===== src/pgmp_pkg.sv =====
`timescale 1ns / 1ps

package pgmp_pkg;

    localparam int VALUE_BITS_DEFAULT = 16;
    localparam int THRESH_W           = 16;
    localparam int PIX_CNT_W          = 32;
    localparam int KIND_W             = 3;
    localparam int FIFO_DEPTH         = 4;   // power of two, at least 2
    localparam int APB_DATA_W         = 32;
    localparam int APB_ADDR_W         = 3;

    localparam logic [THRESH_W-1:0] THRESH_RESET = 16'd128;

    // Register indexes, taken from paddr[2].
    localparam logic REG_BINARIZE  = 1'b0;
    localparam logic REG_THRESHOLD = 1'b1;

    localparam logic [7:0] CHAR_P     = 8'h50;
    localparam logic [7:0] CHAR_2     = 8'h32;
    localparam logic [7:0] CHAR_HASH  = 8'h23;
    localparam logic [7:0] CHAR_LF    = 8'h0A;
    localparam logic [7:0] CHAR_TAB   = 8'h09;
    localparam logic [7:0] CHAR_SPACE = 8'h20;
    localparam logic [7:0] CHAR_0     = 8'h30;
    localparam logic [7:0] CHAR_9     = 8'h39;

    typedef enum logic [KIND_W-1:0] {
        KIND_WIDTH     = 3'd0,
        KIND_HEIGHT    = 3'd1,
        KIND_MAXVAL    = 3'd2,
        KIND_PIXEL     = 3'd3,
        KIND_BAD_MAGIC = 3'd4,
        KIND_EARLY_END = 3'd5,
        KIND_EMPTY     = 3'd6
    } pgmp_kind_t;

    typedef enum logic [5:0] {
        PH_MAGIC  = 6'b000001,
        PH_WIDTH  = 6'b000010,
        PH_HEIGHT = 6'b000100,
        PH_MAXVAL = 6'b001000,
        PH_PIXELS = 6'b010000,
        PH_DONE   = 6'b100000
    } pgmp_phase_t;

    typedef struct packed {
        logic                binarize_enable;
        logic [THRESH_W-1:0] threshold;
    } pgmp_cfg_t;

endpackage


===== src/pgmp_cfg_regs.sv =====
`timescale 1ns / 1ps

module pgmp_cfg_regs (
    input  logic                            aclk,
    input  logic                            aresetn,
    input  logic                            psel,
    input  logic                            penable,
    input  logic                            pwrite,
    input  logic [pgmp_pkg::APB_ADDR_W-1:0] paddr,
    input  logic [pgmp_pkg::APB_DATA_W-1:0] pwdata,
    output logic [pgmp_pkg::APB_DATA_W-1:0] prdata,
    output pgmp_pkg::pgmp_cfg_t             cfg
);
    import pgmp_pkg::*;

    logic                binarize_reg;
    logic [THRESH_W-1:0] threshold_reg;
    logic                wr_en;

    // pready is tied high, so the access phase always completes.
    assign wr_en = psel & penable & pwrite;

    always_ff @(posedge aclk) begin
        if (!aresetn) begin
            binarize_reg  <= 1'b0;
            threshold_reg <= THRESH_RESET;
        end else if (wr_en) begin
            case (paddr[2])
                REG_BINARIZE:  binarize_reg  <= pwdata[0];
                REG_THRESHOLD: threshold_reg <= pwdata[THRESH_W-1:0];
                default: ;
            endcase
        end
    end

    always_comb begin
        case (paddr[2])
            REG_BINARIZE:  prdata = APB_DATA_W'(binarize_reg);
            REG_THRESHOLD: prdata = APB_DATA_W'(threshold_reg);
            default:       prdata = '0;
        endcase
    end

    assign cfg.binarize_enable = binarize_reg;
    assign cfg.threshold       = threshold_reg;

endmodule


===== src/pgmp_parser.sv =====
`timescale 1ns / 1ps

module pgmp_parser #(
    parameter int VALUE_BITS = pgmp_pkg::VALUE_BITS_DEFAULT
) (
    input  logic                                       aclk,
    input  logic                                       aresetn,
    input  logic                                       in_valid,
    input  logic [7:0]                                 in_byte,
    input  logic                                       in_eos,
    input  pgmp_pkg::pgmp_cfg_t                        cfg,
    output logic [1:0]                                 res_count,
    output logic [VALUE_BITS+pgmp_pkg::KIND_W:0]       res_word0,
    output logic [VALUE_BITS+pgmp_pkg::KIND_W:0]       res_word1
);
    import pgmp_pkg::*;

    localparam int ACC_W   = VALUE_BITS + 4;
    localparam int ENTRY_W = VALUE_BITS + KIND_W + 1;
    localparam int CMP_W   = (VALUE_BITS > THRESH_W) ? VALUE_BITS : THRESH_W;

    pgmp_phase_t            phase_reg, phase_next;
    logic                   comment_reg, comment_next;
    logic                   token_reg, token_next;
    logic                   digits_ok_reg, digits_ok_next;
    logic [VALUE_BITS-1:0]  acc_reg, acc_next;
    logic [1:0]             magic_prog_reg, magic_prog_next;
    logic                   magic_ok_reg, magic_ok_next;
    logic [VALUE_BITS-1:0]  width_reg, width_next;
    logic [PIX_CNT_W-1:0]   remain_reg, remain_next;

    logic [2*VALUE_BITS-1:0] area;
    logic [63:0]             area_wide;
    logic [PIX_CNT_W-1:0]    area_sat;
    logic [PIX_CNT_W-1:0]    remain_dec;
    logic [ACC_W-1:0]        acc_wide;
    logic [ACC_W-1:0]        acc_x10;
    logic [VALUE_BITS-1:0]   pixel_val;

    // Word layout: {last_pixel, kind, value}.
    function automatic logic [ENTRY_W-1:0] make_word(pgmp_kind_t k,
                                                     logic [VALUE_BITS-1:0] v,
                                                     logic last);
        make_word = {last, k, v};
    endfunction

    // Pixel count from width and height, clamped to the 32-bit counter.
    assign area      = width_reg * acc_reg;
    assign area_wide = 64'(area);
    assign area_sat  = (|area_wide[63:PIX_CNT_W]) ? '1 : area_wide[PIX_CNT_W-1:0];
    assign remain_dec = remain_reg - PIX_CNT_W'(1);

    always_comb begin
        if (cfg.binarize_enable) begin
            pixel_val = (CMP_W'(acc_reg) < CMP_W'(cfg.threshold)) ? '0 : VALUE_BITS'(1);
        end else begin
            pixel_val = acc_reg;
        end
    end

    always_comb begin
        logic             do_finish;
        logic             tok_dv;
        logic [VALUE_BITS-1:0] tok_acc;
        logic [1:0]       tok_prog;
        logic             tok_ok;

        phase_next      = phase_reg;
        comment_next    = comment_reg;
        token_next      = token_reg;
        digits_ok_next  = digits_ok_reg;
        acc_next        = acc_reg;
        magic_prog_next = magic_prog_reg;
        magic_ok_next   = magic_ok_reg;
        width_next      = width_reg;
        remain_next     = remain_reg;
        res_count       = 2'd0;
        res_word0       = '0;
        res_word1       = '0;
        do_finish       = 1'b0;
        acc_wide        = '0;
        acc_x10         = '0;

        // A fresh token starts from a clean accumulator and magic matcher.
        tok_dv   = token_reg ? digits_ok_reg  : 1'b1;
        tok_acc  = token_reg ? acc_reg        : '0;
        tok_prog = token_reg ? magic_prog_reg : 2'd0;
        tok_ok   = token_reg ? magic_ok_reg   : 1'b1;

        if (in_valid && (phase_reg != PH_DONE)) begin
            if (in_eos) begin
                do_finish = token_reg;
            end else if (comment_reg) begin
                if (in_byte == CHAR_LF) begin
                    comment_next = 1'b0;
                end
            end else if (in_byte == CHAR_HASH) begin
                do_finish    = token_reg;
                comment_next = 1'b1;
            end else if (in_byte inside {CHAR_SPACE, CHAR_TAB, CHAR_LF}) begin
                do_finish = token_reg;
            end else begin
                token_next = 1'b1;
                digits_ok_next = tok_dv;
                acc_next = tok_acc;
                if (tok_dv) begin
                    if (in_byte inside {[CHAR_0:CHAR_9]}) begin
                        acc_wide = ACC_W'(tok_acc);
                        acc_x10  = (acc_wide << 3) + (acc_wide << 1)
                                 + ACC_W'(in_byte[3:0]);
                        acc_next = (|acc_x10[ACC_W-1:VALUE_BITS]) ? '1
                                 : acc_x10[VALUE_BITS-1:0];
                    end else begin
                        digits_ok_next = 1'b0;
                    end
                end
                magic_prog_next = tok_prog;
                magic_ok_next   = tok_ok;
                if (tok_ok) begin
                    if (tok_prog == 2'd0 && in_byte == CHAR_P) begin
                        magic_prog_next = 2'd1;
                    end else if (tok_prog == 2'd1 && in_byte == CHAR_2) begin
                        magic_prog_next = 2'd2;
                    end else begin
                        magic_ok_next = 1'b0;
                    end
                end
            end
        end

        if (do_finish) begin
            token_next = 1'b0;
            case (phase_reg)
                PH_MAGIC: begin
                    if (magic_ok_reg && magic_prog_reg == 2'd2) begin
                        phase_next = PH_WIDTH;
                    end else begin
                        res_word0  = make_word(KIND_BAD_MAGIC, '0, 1'b0);
                        res_count  = 2'd1;
                        phase_next = PH_DONE;
                    end
                end
                PH_WIDTH: begin
                    width_next = acc_reg;
                    res_word0  = make_word(KIND_WIDTH, acc_reg, 1'b0);
                    res_count  = 2'd1;
                    phase_next = PH_HEIGHT;
                end
                PH_HEIGHT: begin
                    remain_next = area_sat;
                    res_word0   = make_word(KIND_HEIGHT, acc_reg, 1'b0);
                    res_count   = 2'd1;
                    phase_next  = PH_MAXVAL;
                end
                PH_MAXVAL: begin
                    res_word0 = make_word(KIND_MAXVAL,
                                          cfg.binarize_enable ? VALUE_BITS'(1) : acc_reg,
                                          1'b0);
                    res_count = 2'd1;
                    if (remain_reg == '0) begin
                        res_word1  = make_word(KIND_EMPTY, '0, 1'b0);
                        res_count  = 2'd2;
                        phase_next = PH_DONE;
                    end else begin
                        phase_next = PH_PIXELS;
                    end
                end
                PH_PIXELS: begin
                    remain_next = remain_dec;
                    res_word0   = make_word(KIND_PIXEL, pixel_val, remain_dec == '0);
                    res_count   = 2'd1;
                    if (remain_dec == '0) begin
                        phase_next = PH_DONE;
                    end
                end
                default: ;
            endcase
        end

        if (in_valid && in_eos) begin
            // Close the file: report a missing magic or a short image, then rearm.
            if (phase_reg != PH_DONE && phase_next != PH_DONE) begin
                if (res_count == 2'd0) begin
                    res_word0 = make_word((phase_next == PH_MAGIC) ? KIND_BAD_MAGIC
                                                                   : KIND_EARLY_END,
                                          '0, 1'b0);
                end else begin
                    res_word1 = make_word((phase_next == PH_MAGIC) ? KIND_BAD_MAGIC
                                                                   : KIND_EARLY_END,
                                          '0, 1'b0);
                end
                res_count = res_count + 2'd1;
            end
            phase_next      = PH_MAGIC;
            comment_next    = 1'b0;
            token_next      = 1'b0;
            digits_ok_next  = 1'b0;
            acc_next        = '0;
            magic_prog_next = 2'd0;
            magic_ok_next   = 1'b0;
            width_next      = '0;
            remain_next     = '0;
        end
    end

    always_ff @(posedge aclk) begin
        if (!aresetn) begin
            phase_reg      <= PH_MAGIC;
            comment_reg    <= 1'b0;
            token_reg      <= 1'b0;
            digits_ok_reg  <= 1'b0;
            acc_reg        <= '0;
            magic_prog_reg <= 2'd0;
            magic_ok_reg   <= 1'b0;
            width_reg      <= '0;
            remain_reg     <= '0;
        end else begin
            phase_reg      <= phase_next;
            comment_reg    <= comment_next;
            token_reg      <= token_next;
            digits_ok_reg  <= digits_ok_next;
            acc_reg        <= acc_next;
            magic_prog_reg <= magic_prog_next;
            magic_ok_reg   <= magic_ok_next;
            width_reg      <= width_next;
            remain_reg     <= remain_next;
        end
    end

endmodule


===== src/pgmp_out_fifo.sv =====
`timescale 1ns / 1ps

module pgmp_out_fifo #(
    parameter int WORD_W = pgmp_pkg::VALUE_BITS_DEFAULT + pgmp_pkg::KIND_W + 1
) (
    input  logic              aclk,
    input  logic              aresetn,
    input  logic [1:0]        wr_count,
    input  logic [WORD_W-1:0] wr_word0,
    input  logic [WORD_W-1:0] wr_word1,
    input  logic              rd_en,
    output logic [WORD_W-1:0] rd_word,
    output logic              rd_valid,
    output logic              room_for_two
);
    import pgmp_pkg::*;

    localparam int PTR_W = $clog2(FIFO_DEPTH);
    localparam int CNT_W = $clog2(FIFO_DEPTH + 1);

    logic [WORD_W-1:0] mem [FIFO_DEPTH];
    logic [PTR_W-1:0]  wr_ptr_reg, wr_ptr_next;
    logic [PTR_W-1:0]  rd_ptr_reg, rd_ptr_next;
    logic [CNT_W-1:0]  count_reg, count_next;
    logic              pop;

    assign pop          = rd_en & rd_valid;
    assign rd_valid     = (count_reg != '0);
    assign rd_word      = mem[rd_ptr_reg];
    assign room_for_two = (count_reg <= CNT_W'(FIFO_DEPTH - 2));

    assign wr_ptr_next = wr_ptr_reg + PTR_W'(wr_count);
    assign rd_ptr_next = rd_ptr_reg + PTR_W'(pop);
    assign count_next  = count_reg + CNT_W'(wr_count) - CNT_W'(pop);

    always_ff @(posedge aclk) begin
        if (wr_count != 2'd0) begin
            mem[wr_ptr_reg] <= wr_word0;
        end
        if (wr_count == 2'd2) begin
            mem[PTR_W'(wr_ptr_reg + 1'b1)] <= wr_word1;
        end
    end

    always_ff @(posedge aclk) begin
        if (!aresetn) begin
            wr_ptr_reg <= '0;
            rd_ptr_reg <= '0;
            count_reg  <= '0;
        end else begin
            wr_ptr_reg <= wr_ptr_next;
            rd_ptr_reg <= rd_ptr_next;
            count_reg  <= count_next;
        end
    end

endmodule


===== src/ascii_pgm_stream_parser_core.sv =====
`timescale 1ns / 1ps

// Plain-text PGM (P2) parser. Characters of the file arrive one word per cycle
// on the s_ channel, with s_tlast high on a closing end-of-file word whose data
// is ignored. The block checks the P2 magic, then returns width, height and
// maximum value words, followed by one word per pixel, each decoded in the
// manner of atoi and clamped at 2^VALUE_BITS-1; the final pixel carries
// m_tlast. Bad magic, a zero-sized image and an early end of file are reported
// as words of their own kind with zero data. With binarise mode set over the
// APB port, pixels become 0 below the threshold and 1 otherwise, and the
// maximum reads as 1. Rate: one input word per cycle while s_tready is high, each
// handled in a single registered step. Results leave through a four-word queue;
// most input words produce at most one result, but the maximum value followed by
// an empty-size report, or end of file closing a token followed by an early-end
// report, produce two, and s_tready falls only while more than two words wait
// because the m_ side is stalled. Configuration registers: binarise enable at
// byte address 0, threshold at byte address 4; write them only while the stream
// is idle.
module ascii_pgm_stream_parser_core #(
    parameter int VALUE_BITS = pgmp_pkg::VALUE_BITS_DEFAULT
) (
    input  logic                                  aclk,
    input  logic                                  aresetn,
    // Input stream.
    input  logic                                  s_tvalid,
    output logic                                  s_tready,
    input  logic [7:0]                            s_tdata,   // [7:0] text_byte
    input  logic                                  s_tlast,   // end_of_stream
    // Result stream.
    output logic                                  m_tvalid,
    input  logic                                  m_tready,
    output logic [((VALUE_BITS+7)/8)*8-1:0]       m_tdata,   // value, zero padded
    output logic [pgmp_pkg::KIND_W-1:0]           m_tuser,   // [2:0] kind
    output logic                                  m_tlast,   // last_pixel
    // Configuration port.
    input  logic                                  psel,
    input  logic                                  penable,
    input  logic                                  pwrite,
    input  logic [pgmp_pkg::APB_ADDR_W-1:0]       paddr,
    input  logic [pgmp_pkg::APB_DATA_W-1:0]       pwdata,
    output logic [pgmp_pkg::APB_DATA_W-1:0]       prdata,
    output logic                                  pready
);
    import pgmp_pkg::*;

    localparam int TDATA_W = ((VALUE_BITS + 7) / 8) * 8;
    localparam int WORD_W  = VALUE_BITS + KIND_W + 1;

    pgmp_cfg_t         cfg;
    logic              accept;
    logic [1:0]        res_count;
    logic [WORD_W-1:0] res_word0;
    logic [WORD_W-1:0] res_word1;
    logic [WORD_W-1:0] head_word;
    logic              room_for_two;

    assign pready   = 1'b1;
    // A new word is taken whenever the queue can absorb the worst case of two results.
    assign s_tready = room_for_two;
    assign accept   = s_tvalid & s_tready;

    pgmp_cfg_regs u_cfg_regs (
        .aclk    (aclk),
        .aresetn (aresetn),
        .psel    (psel),
        .penable (penable),
        .pwrite  (pwrite),
        .paddr   (paddr),
        .pwdata  (pwdata),
        .prdata  (prdata),
        .cfg     (cfg)
    );

    pgmp_parser #(
        .VALUE_BITS (VALUE_BITS)
    ) u_parser (
        .aclk      (aclk),
        .aresetn   (aresetn),
        .in_valid  (accept),
        .in_byte   (s_tdata),
        .in_eos    (s_tlast),
        .cfg       (cfg),
        .res_count (res_count),
        .res_word0 (res_word0),
        .res_word1 (res_word1)
    );

    pgmp_out_fifo #(
        .WORD_W (WORD_W)
    ) u_out_fifo (
        .aclk         (aclk),
        .aresetn      (aresetn),
        .wr_count     (res_count),
        .wr_word0     (res_word0),
        .wr_word1     (res_word1),
        .rd_en        (m_tready),
        .rd_word      (head_word),
        .rd_valid     (m_tvalid),
        .room_for_two (room_for_two)
    );

    // Queue words are {last_pixel, kind, value}.
    assign m_tdata = TDATA_W'(head_word[VALUE_BITS-1:0]);
    assign m_tuser = head_word[VALUE_BITS+KIND_W-1:VALUE_BITS];
    assign m_tlast = head_word[WORD_W-1];

endmodule


===== config.mk =====
export PLATFORM = sky130hd
export DESIGN_NAME = ascii_pgm_stream_parser_core
export DESIGN_NICKNAME = d
export VERILOG_FILES = /design/src/pgmp_pkg.sv /design/src/pgmp_cfg_regs.sv /design/src/pgmp_parser.sv /design/src/pgmp_out_fifo.sv /design/src/ascii_pgm_stream_parser_core.sv
export SDC_FILE = /design/constraint.sdc
export NUM_CORES = 1
export LEC_CHECK = 0
export BUFFER_PORTS_ARGS = -buffer_cell sky130_fd_sc_hd__buf_2
export CAP_MARGIN = 20
export CELL_PAD_IN_SITES_DETAIL_PLACEMENT = 0
export CELL_PAD_IN_SITES_GLOBAL_PLACEMENT = 1
export CORE_MARGIN = 1.5
export CORE_UTILIZATION = 45
export CTS_BUF_LIST = sky130_fd_sc_hd__clkbuf_2 sky130_fd_sc_hd__clkbuf_4 sky130_fd_sc_hd__clkbuf_8
export DETAILED_ROUTE_END_ITERATION = 8
export PLACE_DENSITY = 0.82
export SETUP_SLACK_MARGIN = 0.4
export SLEW_MARGIN = 25
export SYNTH_ARGS = -nofsm -noshare
export SYNTH_HDL_FRONTEND = slang
export SYNTH_SLANG_ARGS = --single-unit

===== constraint.sdc =====
create_clock -name aclk -period 5.8 [get_ports aclk]
set_input_delay 0.58 -clock aclk [delete_from_list [all_inputs] [get_ports aclk]]
set_output_delay 0.58 -clock aclk [all_outputs]
set_load 0.05 [all_outputs]

==> results of run 1 <==
[worst max path at each step]
stage | slack [ns] | to | cells after the start
global route | -0.24 | u_parser.remain_reg[30]$_SDFFE_PP0P_ | 21
floorplan | 0.19 | u_parser.remain_reg[30]$_SDFFE_PP0P_ | 23
global placement | -0.16 | u_parser.remain_reg[30]$_SDFFE_PP0P_ | 22
finish | -0.007 | u_parser.remain_reg[30]$_SDFFE_PP0P_ | 22
detailed placement | -0.24 | u_parser.remain_reg[30]$_SDFFE_PP0P_ | 21
CTS | 0.02 | u_parser.remain_reg[30]$_SDFFE_PP0P_ | 22
[routing by layer]
metal  up-vias  part of all wire, %
met5         -                    0
met4         0                  2.4
met3        65                  4.8
met2       428                   49
met1      7933                   44
li1       7656                    -
[cells by family (layout without fill, tap and decap cells)]
group | count (synthesis) | after routing | synth area share [%]
XOR/XNOR | 55 | 55 | 2.50
flip-flops | 180 | 180 | 19.3
other | 2 | 18 | 0.0389
buffers and inverters | 425 | 533 | 9.32
AND/OR/NAND/NOR | 795 | 795 | 20.3
AO/OA/AOI/OAI | 334 | 334 | 11.1
adder cells (fa/ha/maj) | 356 | 356 | 30.7
multiplexers | 104 | 104 | 6.70
[cells in the final DEF (no fill, tap or decap), types with 14 or more instances in the layout]
master	Yosys	final
dfxtp_4	0	15
o21ai_0	75	63
mux4_2	20	20
fa_1	197	195
nor2_1	126	122
nor3_1	30	28
ha_1	159	151
xnor2_1	40	36
nand4_1	18	18
clkbuf_8	0	17
inv_1	281	271
buf_4	17	138
a21o_1	26	26
mux2i_1	83	83
a21oi_1	101	89
and2_1	138	128
buf_2	2	70
nor4_1	15	14
nand2_1	326	321
dfxtp_1	168	145
nand3_1	44	42
conb_1	2	17
[worst min-delay path, cell delays in order]
cell and delay, ns:
buf_2 0.08, nand2_1 0.04, o211ai_1 0.08
[final cells by class]
cell class / instances / area [um2]
clock inverters: 14 / 120
diodes: 1 / 2.50
fillers: 3969 / 20500
repair buffers: 219 / 1540
clock buffers: 18 / 241
multi-input cells: 1661 / 14300
well taps: 539 / 674
inverters: 282 / 1060
flip-flops and latches: 180 / 3790
[synth_stat cells, types with 5 or more instances]
| library cell | n |
|---|---|
| or3_1 | 11 |
| mux4_2 | 20 |
| a211oi_1 | 14 |
| and2_1 | 138 |
| edfxtp_1 | 12 |
| nor4_1 | 15 |
| ha_1 | 159 |
| nand2b_1 | 13 |
| nand4b_1 | 7 |
| clkbuf_1 | 110 |
| or4_1 | 11 |
| and3_1 | 8 |
| mux2i_1 | 83 |
| o31ai_1 | 13 |
| nor3_1 | 30 |
| a21oi_1 | 101 |
| a31oi_1 | 15 |
| dfxtp_1 | 168 |
| xnor2_1 | 40 |
| o21ai_0 | 75 |
| nand3_2 | 5 |
| fa_1 | 197 |
| nand2_1 | 326 |
| nand3b_1 | 7 |
| o21a_1 | 6 |
| xor2_1 | 15 |
| nand3_1 | 44 |
| o211ai_1 | 11 |
| nor2_1 | 126 |
| o22ai_1 | 5 |
| nand4_1 | 18 |
| a21o_1 | 26 |
| inv_1 | 281 |
| o21bai_1 | 7 |
| buf_4 | 17 |
| nor4b_1 | 6 |
| buf_12 | 7 |
| a22o_1 | 5 |
[what timing repair did]
item                       CTS  global route
setup endpoints to repair   21            22
hold buffers                 0             0
buffers inserted             2             9
pin swaps                    6             6
gates resized for setup     60            40
[power by group through the flow]
stage / sequential (mW) / combinational, mW / clock [mW]
2_1_floorplan: 1.32 / 0.446 / 0
3_3_place_gp: 1.35 / 0.521 / 0
3_5_place_dp: 1.35 / 0.532 / 0
4_1_cts: 1.32 / 0.534 / 0.854
5_1_grt: 1.32 / 0.589 / 0.901
6_report: 1.32 / 0.544 / 0.832
==> results.yml, run 1 <==
routing:
  ant_nets: 0
  detail_route.wl_per_cell_um: 17.4
  routed_wirelength_um: 50800
  dr.pass1.iters: 5
  vias: 16100
  drc: 0
  via_per_inst: 5.52
  first_iter_violations: 1105
synth:
  synthTopCellsByArea: "fa_1 (20%), dfxtp_1 (17%), ha_1 (10%), nand2_1 (6.3%), inv_1 (5.5%)"
  synth_ff_type: "dfxtp_1"
  yosys.area.top_type: "fa_1"
  yosysSeqAreaShare_pct: 19.3
  synth.avg_cell_area_um2: 8.58
  synth_edf_count: 12
  ys_warn_count: 0
  syn_area_um2: 19300
  async_flop_share_pct: 0
  ys_ff_latch: 180
  yosys.area.top_type_share_pct: 20.4
  synth_cell_types: 88
  syn_inst: 2251
timing:
  tightest_slew_ns: 1.05
  setup_ws_ns: -0.00701
  finClkSkew_ns: 0.0206
  post-route-min-period_ns: 5.81
  timing_hold_violations_final: 0
  period_share_pct: 100
  rsz0062_at_grt: "true"
  finalSetupTns_ns: -0.00701
  fmax_mhz: 172
  setup_viol: 1
  maxSlewViolCount: 0
  hold_ws_ns: 0.306
  slew_headroom_pct: 30.1
worst_setup_path:
  cpMostUsedCell: "fa_1"
  critPathBufInv: 4
  worstReg2RegEnd: "u_parser.remain_reg[30]$_SDFFE_PP0P_"
  startpoint_type: "flip-flop"
  worstSetupPathType: "flip-flop to flip-flop"
  end_kind: "flip-flop"
  critPathRequiredTime_ns: 6.17
  startpoint: "u_parser.acc_reg[5]$_SDFFE_PP0P_"
  reg2reg_from: "u_parser.acc_reg[5]$_SDFFE_PP0P_"
  cpMaxStageDelayCell: "fa_1"
  crit_family: "adder cells"
  slowest_delay_ns: 0.54
  cp_cell_sequence: "and2_4, fa_1, inv_2, fa_1, fa_1, fa_1, inv_1, fa_1, inv_1, fa_1, inv_2, ha_4, a21o_1, a21o_1, a21oi_4, o21ai_4, a41oi_4, o21ai_2, a41o_1, nor4b_4, o31ai_1, a21oi_1"
  crit_fanout: 15
  cp.arrival_ns: 6.18
  ff2ff_path_depth: 22
  reg2reg_slack_ns: -0.007
clocking:
  numCtsBuffers: 17
  clock-sinks: 180
  cts_max_level: 4
  cts-root-buf: "clkbuf_8"
  cts_buffer_depth: 2
  cts_tree: "done"
  path_clk_slew_ns: 0.11
  clock_latency_ns: 0.50
place:
  port_buffers: 70
  gp_congestion: 0.899
  dp.final_hpwl_um: 40100
  preCtsSetupSlack_ns: -0.236
  place_inst: 2869
  placedInstanceArea_um2: 20900
hold_path:
  hold_class: "input pin to flip-flop"
  min_to: "u_cfg_regs.threshold_reg[7]$_SDFFE_PN1P_"
  hold_depth: 3
  worstHoldStart: "pwdata[7]"
final_layout:
  drive_gt1_share_pct: 16.7
  fin_nets: 2768
  synthToLayoutAreaGrowth_pct: 12.3
  utilization_pct: 51.5
  largest_reg_flops: 80
  fin_cells: 2914
  design_area_um2: 21700
grt:
  grt.overflow.total: 0
  met2_usage_pct: 41.7
  antenna_found_initial: 0
  grt_pass1_wl_um: 84800
  use_met1_pct: 31.3
  grt_use_total_pct: 24.0
  grt_use_met3_pct: 2.68
  grt_pass1_vias: 16500
  busiest_layer: "met2"
  grt_max_degree: 51
pwr:
  power_density_nw_per_um2: 124
  finalPower_mw: 2.70
  p_sw_share_pct: 33.7
  intPower_mw: 1.79
  pwr-share-clk_pct: 30.9
  seqPwrFrac_pct: 48.9
  p_sw_mw: 0.909
  max-vdd-ir-drop_v: 0.000123
  p_comb_share_pct: 20.2
  p_leak_nw: 10.6
floorplan:
  initial_core_util_pct: 45.8
  ios: 106
  die_height_um: 210
  die-area_um2: 44200
  coreArea_um2: 42100
  fp.dieW_um: 210
  row_count: 75
run_status:
  violations: "negative setup slack"
  status: "complete, but fails checks"
flow_run:
  maxCapViolCount: 0
Power figures use the tool's default switching activity.
==> run 2: changes to the inputs <==
--- a/config.mk
+++ b/config.mk
@@ -14,7 +14,6 @@
 export CTS_BUF_LIST = sky130_fd_sc_hd__clkbuf_2 sky130_fd_sc_hd__clkbuf_4 sky130_fd_sc_hd__clkbuf_8
 export DETAILED_ROUTE_END_ITERATION = 8
 export PLACE_DENSITY = 0.82
-export SETUP_SLACK_MARGIN = 0.4
 export SLEW_MARGIN = 25
 export SYNTH_ARGS = -nofsm -noshare
 export SYNTH_HDL_FRONTEND = slang
==> constraint.sdc (replaced) <==
create_clock -name aclk -period 5.8 [get_ports aclk]
set_input_delay 0.58 -clock aclk [delete_from_list [all_inputs] [get_ports aclk]]
set_output_delay 0.58 -clock aclk [all_outputs]
set_load 0.02 [all_outputs]
==> results.yml, run 2 (synthesis gave the netlist of run 1 again) <==
final_layout:
  final_common_cell: "nand2_1"
  final_cell_mix: "nand2_1 (322), inv_1 (273), fa_1 (189)"
  n_fill_cell: 3928
  synthToLayoutAreaGrowth_pct: 12.7
  largest_reg_flops: 80
  fin_nets: 2774
  design_area_um2: 21700
  drive_gt1_share_pct: 16.7
  fin_cells: 2920
grt:
  grt.overflow.total: 0
  grt_max_degree: 51
  grt_pass1_wl_um: 85000
  grt_use_total_pct: 24.2
  grt_pass1_vias: 16400
  antenna_found_initial: 1
clocking:
  clock-sinks: 180
  cts_tree: "done"
  numCtsBuffers: 17
  cts-root-buf: "clkbuf_8"
  clock_latency_ns: 0.53
  path_clk_slew_ns: 0.12
  cts_buffer_depth: 2
  cts_hold_buf: 0
  cts_max_level: 4
timing:
  post-route-min-period_ns: 5.76
  period_share_pct: 99.3
  setup_viol: 0
  rsz0062_at_grt: "true"
  slew_headroom_pct: 34.6
  timing_hold_violations_final: 0
  hold_ws_ns: 0.290
  tightest_slew_ns: 0.969
  finClkSkew_ns: 0.0308
  fmax_mhz: 174
  maxSlewViolCount: 0
  finalSetupTns_ns: 0
flow_run:
  maxCapViolCount: 0
hold_path:
  worstHoldStart: "pwdata[7]"
  hold_depth: 3
  hold_class: "input pin to flip-flop"
  min_to: "u_cfg_regs.threshold_reg[7]$_SDFFE_PN1P_"
run_status:
  status: "finished clean"
pwr:
  p_comb_share_pct: 17.9
  intPower_mw: 1.84
  seqPwrFrac_pct: 48.6
  p_sw_mw: 0.885
  p_sw_share_pct: 32.4
  finalPower_mw: 2.73
  pwr-share-clk_pct: 33.5
  p_leak_nw: 10.6
  power_density_nw_per_um2: 125
  max-vdd-ir-drop_v: 0.000145
routing:
  vias: 16100
  first_iter_violations: 1052
  ant_nets: 0
  via_per_inst: 5.53
  detail_route.wl_per_cell_um: 17.6
  routed_wirelength_um: 51500
  drc: 0
  dr.pass1.iters: 5
floorplan:
  row_count: 75
  die-area_um2: 44200
  coreArea_um2: 42100
  fp.dieW_um: 210
  ios: 106
  die_height_um: 210
  initial_core_util_pct: 45.8
worst_setup_path:
  slowest_delay_ns: 0.57
  cpMaxStageDelayCell: "fa_1"
  cp_cell_sequence: "buf_6, buf_4, nand2_1, fa_1, inv_1, fa_1, fa_1, fa_1, fa_1, inv_2, fa_1, inv_1, ha_2, a21o_1, a21o_1, a21oi_2, o21ai_1, a21oi_1, o21ai_2, a41o_1, nor4b_4, o31ai_1, a21oi_1"
  crit_fanout: 5
  ff2ff_path_depth: 23
  startpoint_type: "flip-flop"
  cp.arrival_ns: 6.18
  cpMostUsedCell: "fa_1"
  worstReg2RegEnd: "u_parser.remain_reg[30]$_SDFFE_PP0P_"
  reg2reg_from: "u_parser.width_reg[4]$_SDFFE_PP0P_"
  reg2reg_slack_ns: 0.04
  worstSetupPathType: "flip-flop to flip-flop"
  end_kind: "flip-flop"
  critPathRequiredTime_ns: 6.22
place:
  placedInstanceArea_um2: 20800
  place_inst: 2870
  dp.final_hpwl_um: 39600
  port_buffers: 70
  gp_congestion: 0.911
## run 2: changes by cell type in the layout (fill, tap and decap cells not counted), moves of 3 or more
| cell | delta |
|---|---|
| inv_8 | +3 |
| xnor2_1 | +4 |
| xnor2_2 | -4 |
| dfxtp_2 | +7 |
| o21ai_0 | +3 |
| fa_2 | +6 |
| buf_6 | +7 |
| fa_1 | -6 |
| dfxtp_4 | -3 |
| dfxtp_1 | -4 |
## run 2: through the flow
step | utilization [%] | setup slack (ns)
2_1_floorplan | - | -0.0331
3_3_place_gp | 49.3 | -0.239
3_5_place_dp | 49.3 | -0.242
4_1_cts | 50.9 | -0.0214
5_1_grt | 51.6 | -0.178
6_report | 51.6 | 0.0426
## run 2: power by group through the flow
stage,combinational [mW],sequential (mW),clock [mW]
2_1_floorplan,0.377,1.32,0
3_3_place_gp,0.475,1.36,0
3_5_place_dp,0.483,1.36,0
4_1_cts,0.489,1.33,0.939
5_1_grt,0.530,1.33,0.981
6_report,0.488,1.33,0.914
## run 2: critical path: cells and delay by family (launching register included)
| kind | cells | cell delay [ns] |
|---|---|---|
| AO/OA/AOI/OAI | 9 | 1.43 |
| buffers and inverters | 5 | 0.38 |
| adder cells (fa/ha/maj) | 7 | 3.26 |
| flip-flops | 1 | 0.38 |
| AND/OR/NAND/NOR | 2 | 0.21 |
## run 2: layout make-up
| class | instances | area (um2) | share of cell area [%] |
|---|---|---|---|
| inverters | 282 | 1060 | 4.87 |
| flip-flops and latches | 180 | 3790 | 17.4 |
| well taps | 539 | 674 | 3.10 |
| repair buffers | 225 | 1610 | 7.42 |
| diodes | 1 | 2.50 | 0.0115 |
| clock inverters | 13 | 154 | 0.708 |
| multi-input cells | 1661 | 14200 | 65.3 |
| clock buffers | 19 | 246 | 1.13 |
## run 2: timing repair
item,CTS,global route
setup buffers,12,4
endpoints found under the hold margin,0,0
pin swaps,35,57
setup endpoints to repair,16,17
resized for setup,68,61
## run 2: worst max-delay path by stage
stage | startpoint | endpoint | depth (start not counted)
floorplan | u_parser.acc_reg[6]$_SDFFE_PP0P_ | u_parser.remain_reg[30]$_SDFFE_PP0P_ | 23
global placement | u_parser.width_reg[9]$_SDFFE_PP0P_ | u_parser.remain_reg[28]$_SDFFE_PP0P_ | 22
detailed placement | u_parser.width_reg[11]$_SDFFE_PP0P_ | u_parser.remain_reg[21]$_SDFFE_PP0P_ | 23
CTS | u_parser.width_reg[3]$_SDFFE_PP0P_ | u_parser.remain_reg[30]$_SDFFE_PP0P_ | 23
global route | u_parser.width_reg[3]$_SDFFE_PP0P_ | u_parser.remain_reg[30]$_SDFFE_PP0P_ | 22
finish | u_parser.width_reg[4]$_SDFFE_PP0P_ | u_parser.remain_reg[30]$_SDFFE_PP0P_ | 23
## run 2: per-layer routing
| metal | GRT usage, % | vias to the layer above | wire (um) |
|---|---|---|---|
| li1 | - | 7648 | - |
| met1 | 30.1 | 7980 | 22200 |
| met2 | 42.7 | 418 | 25600 |
| met3 | 3.10 | 89 | 2240 |
| met4 | 8.86 | 0 | 1540 |
| met5 | 0 | - | 0 |
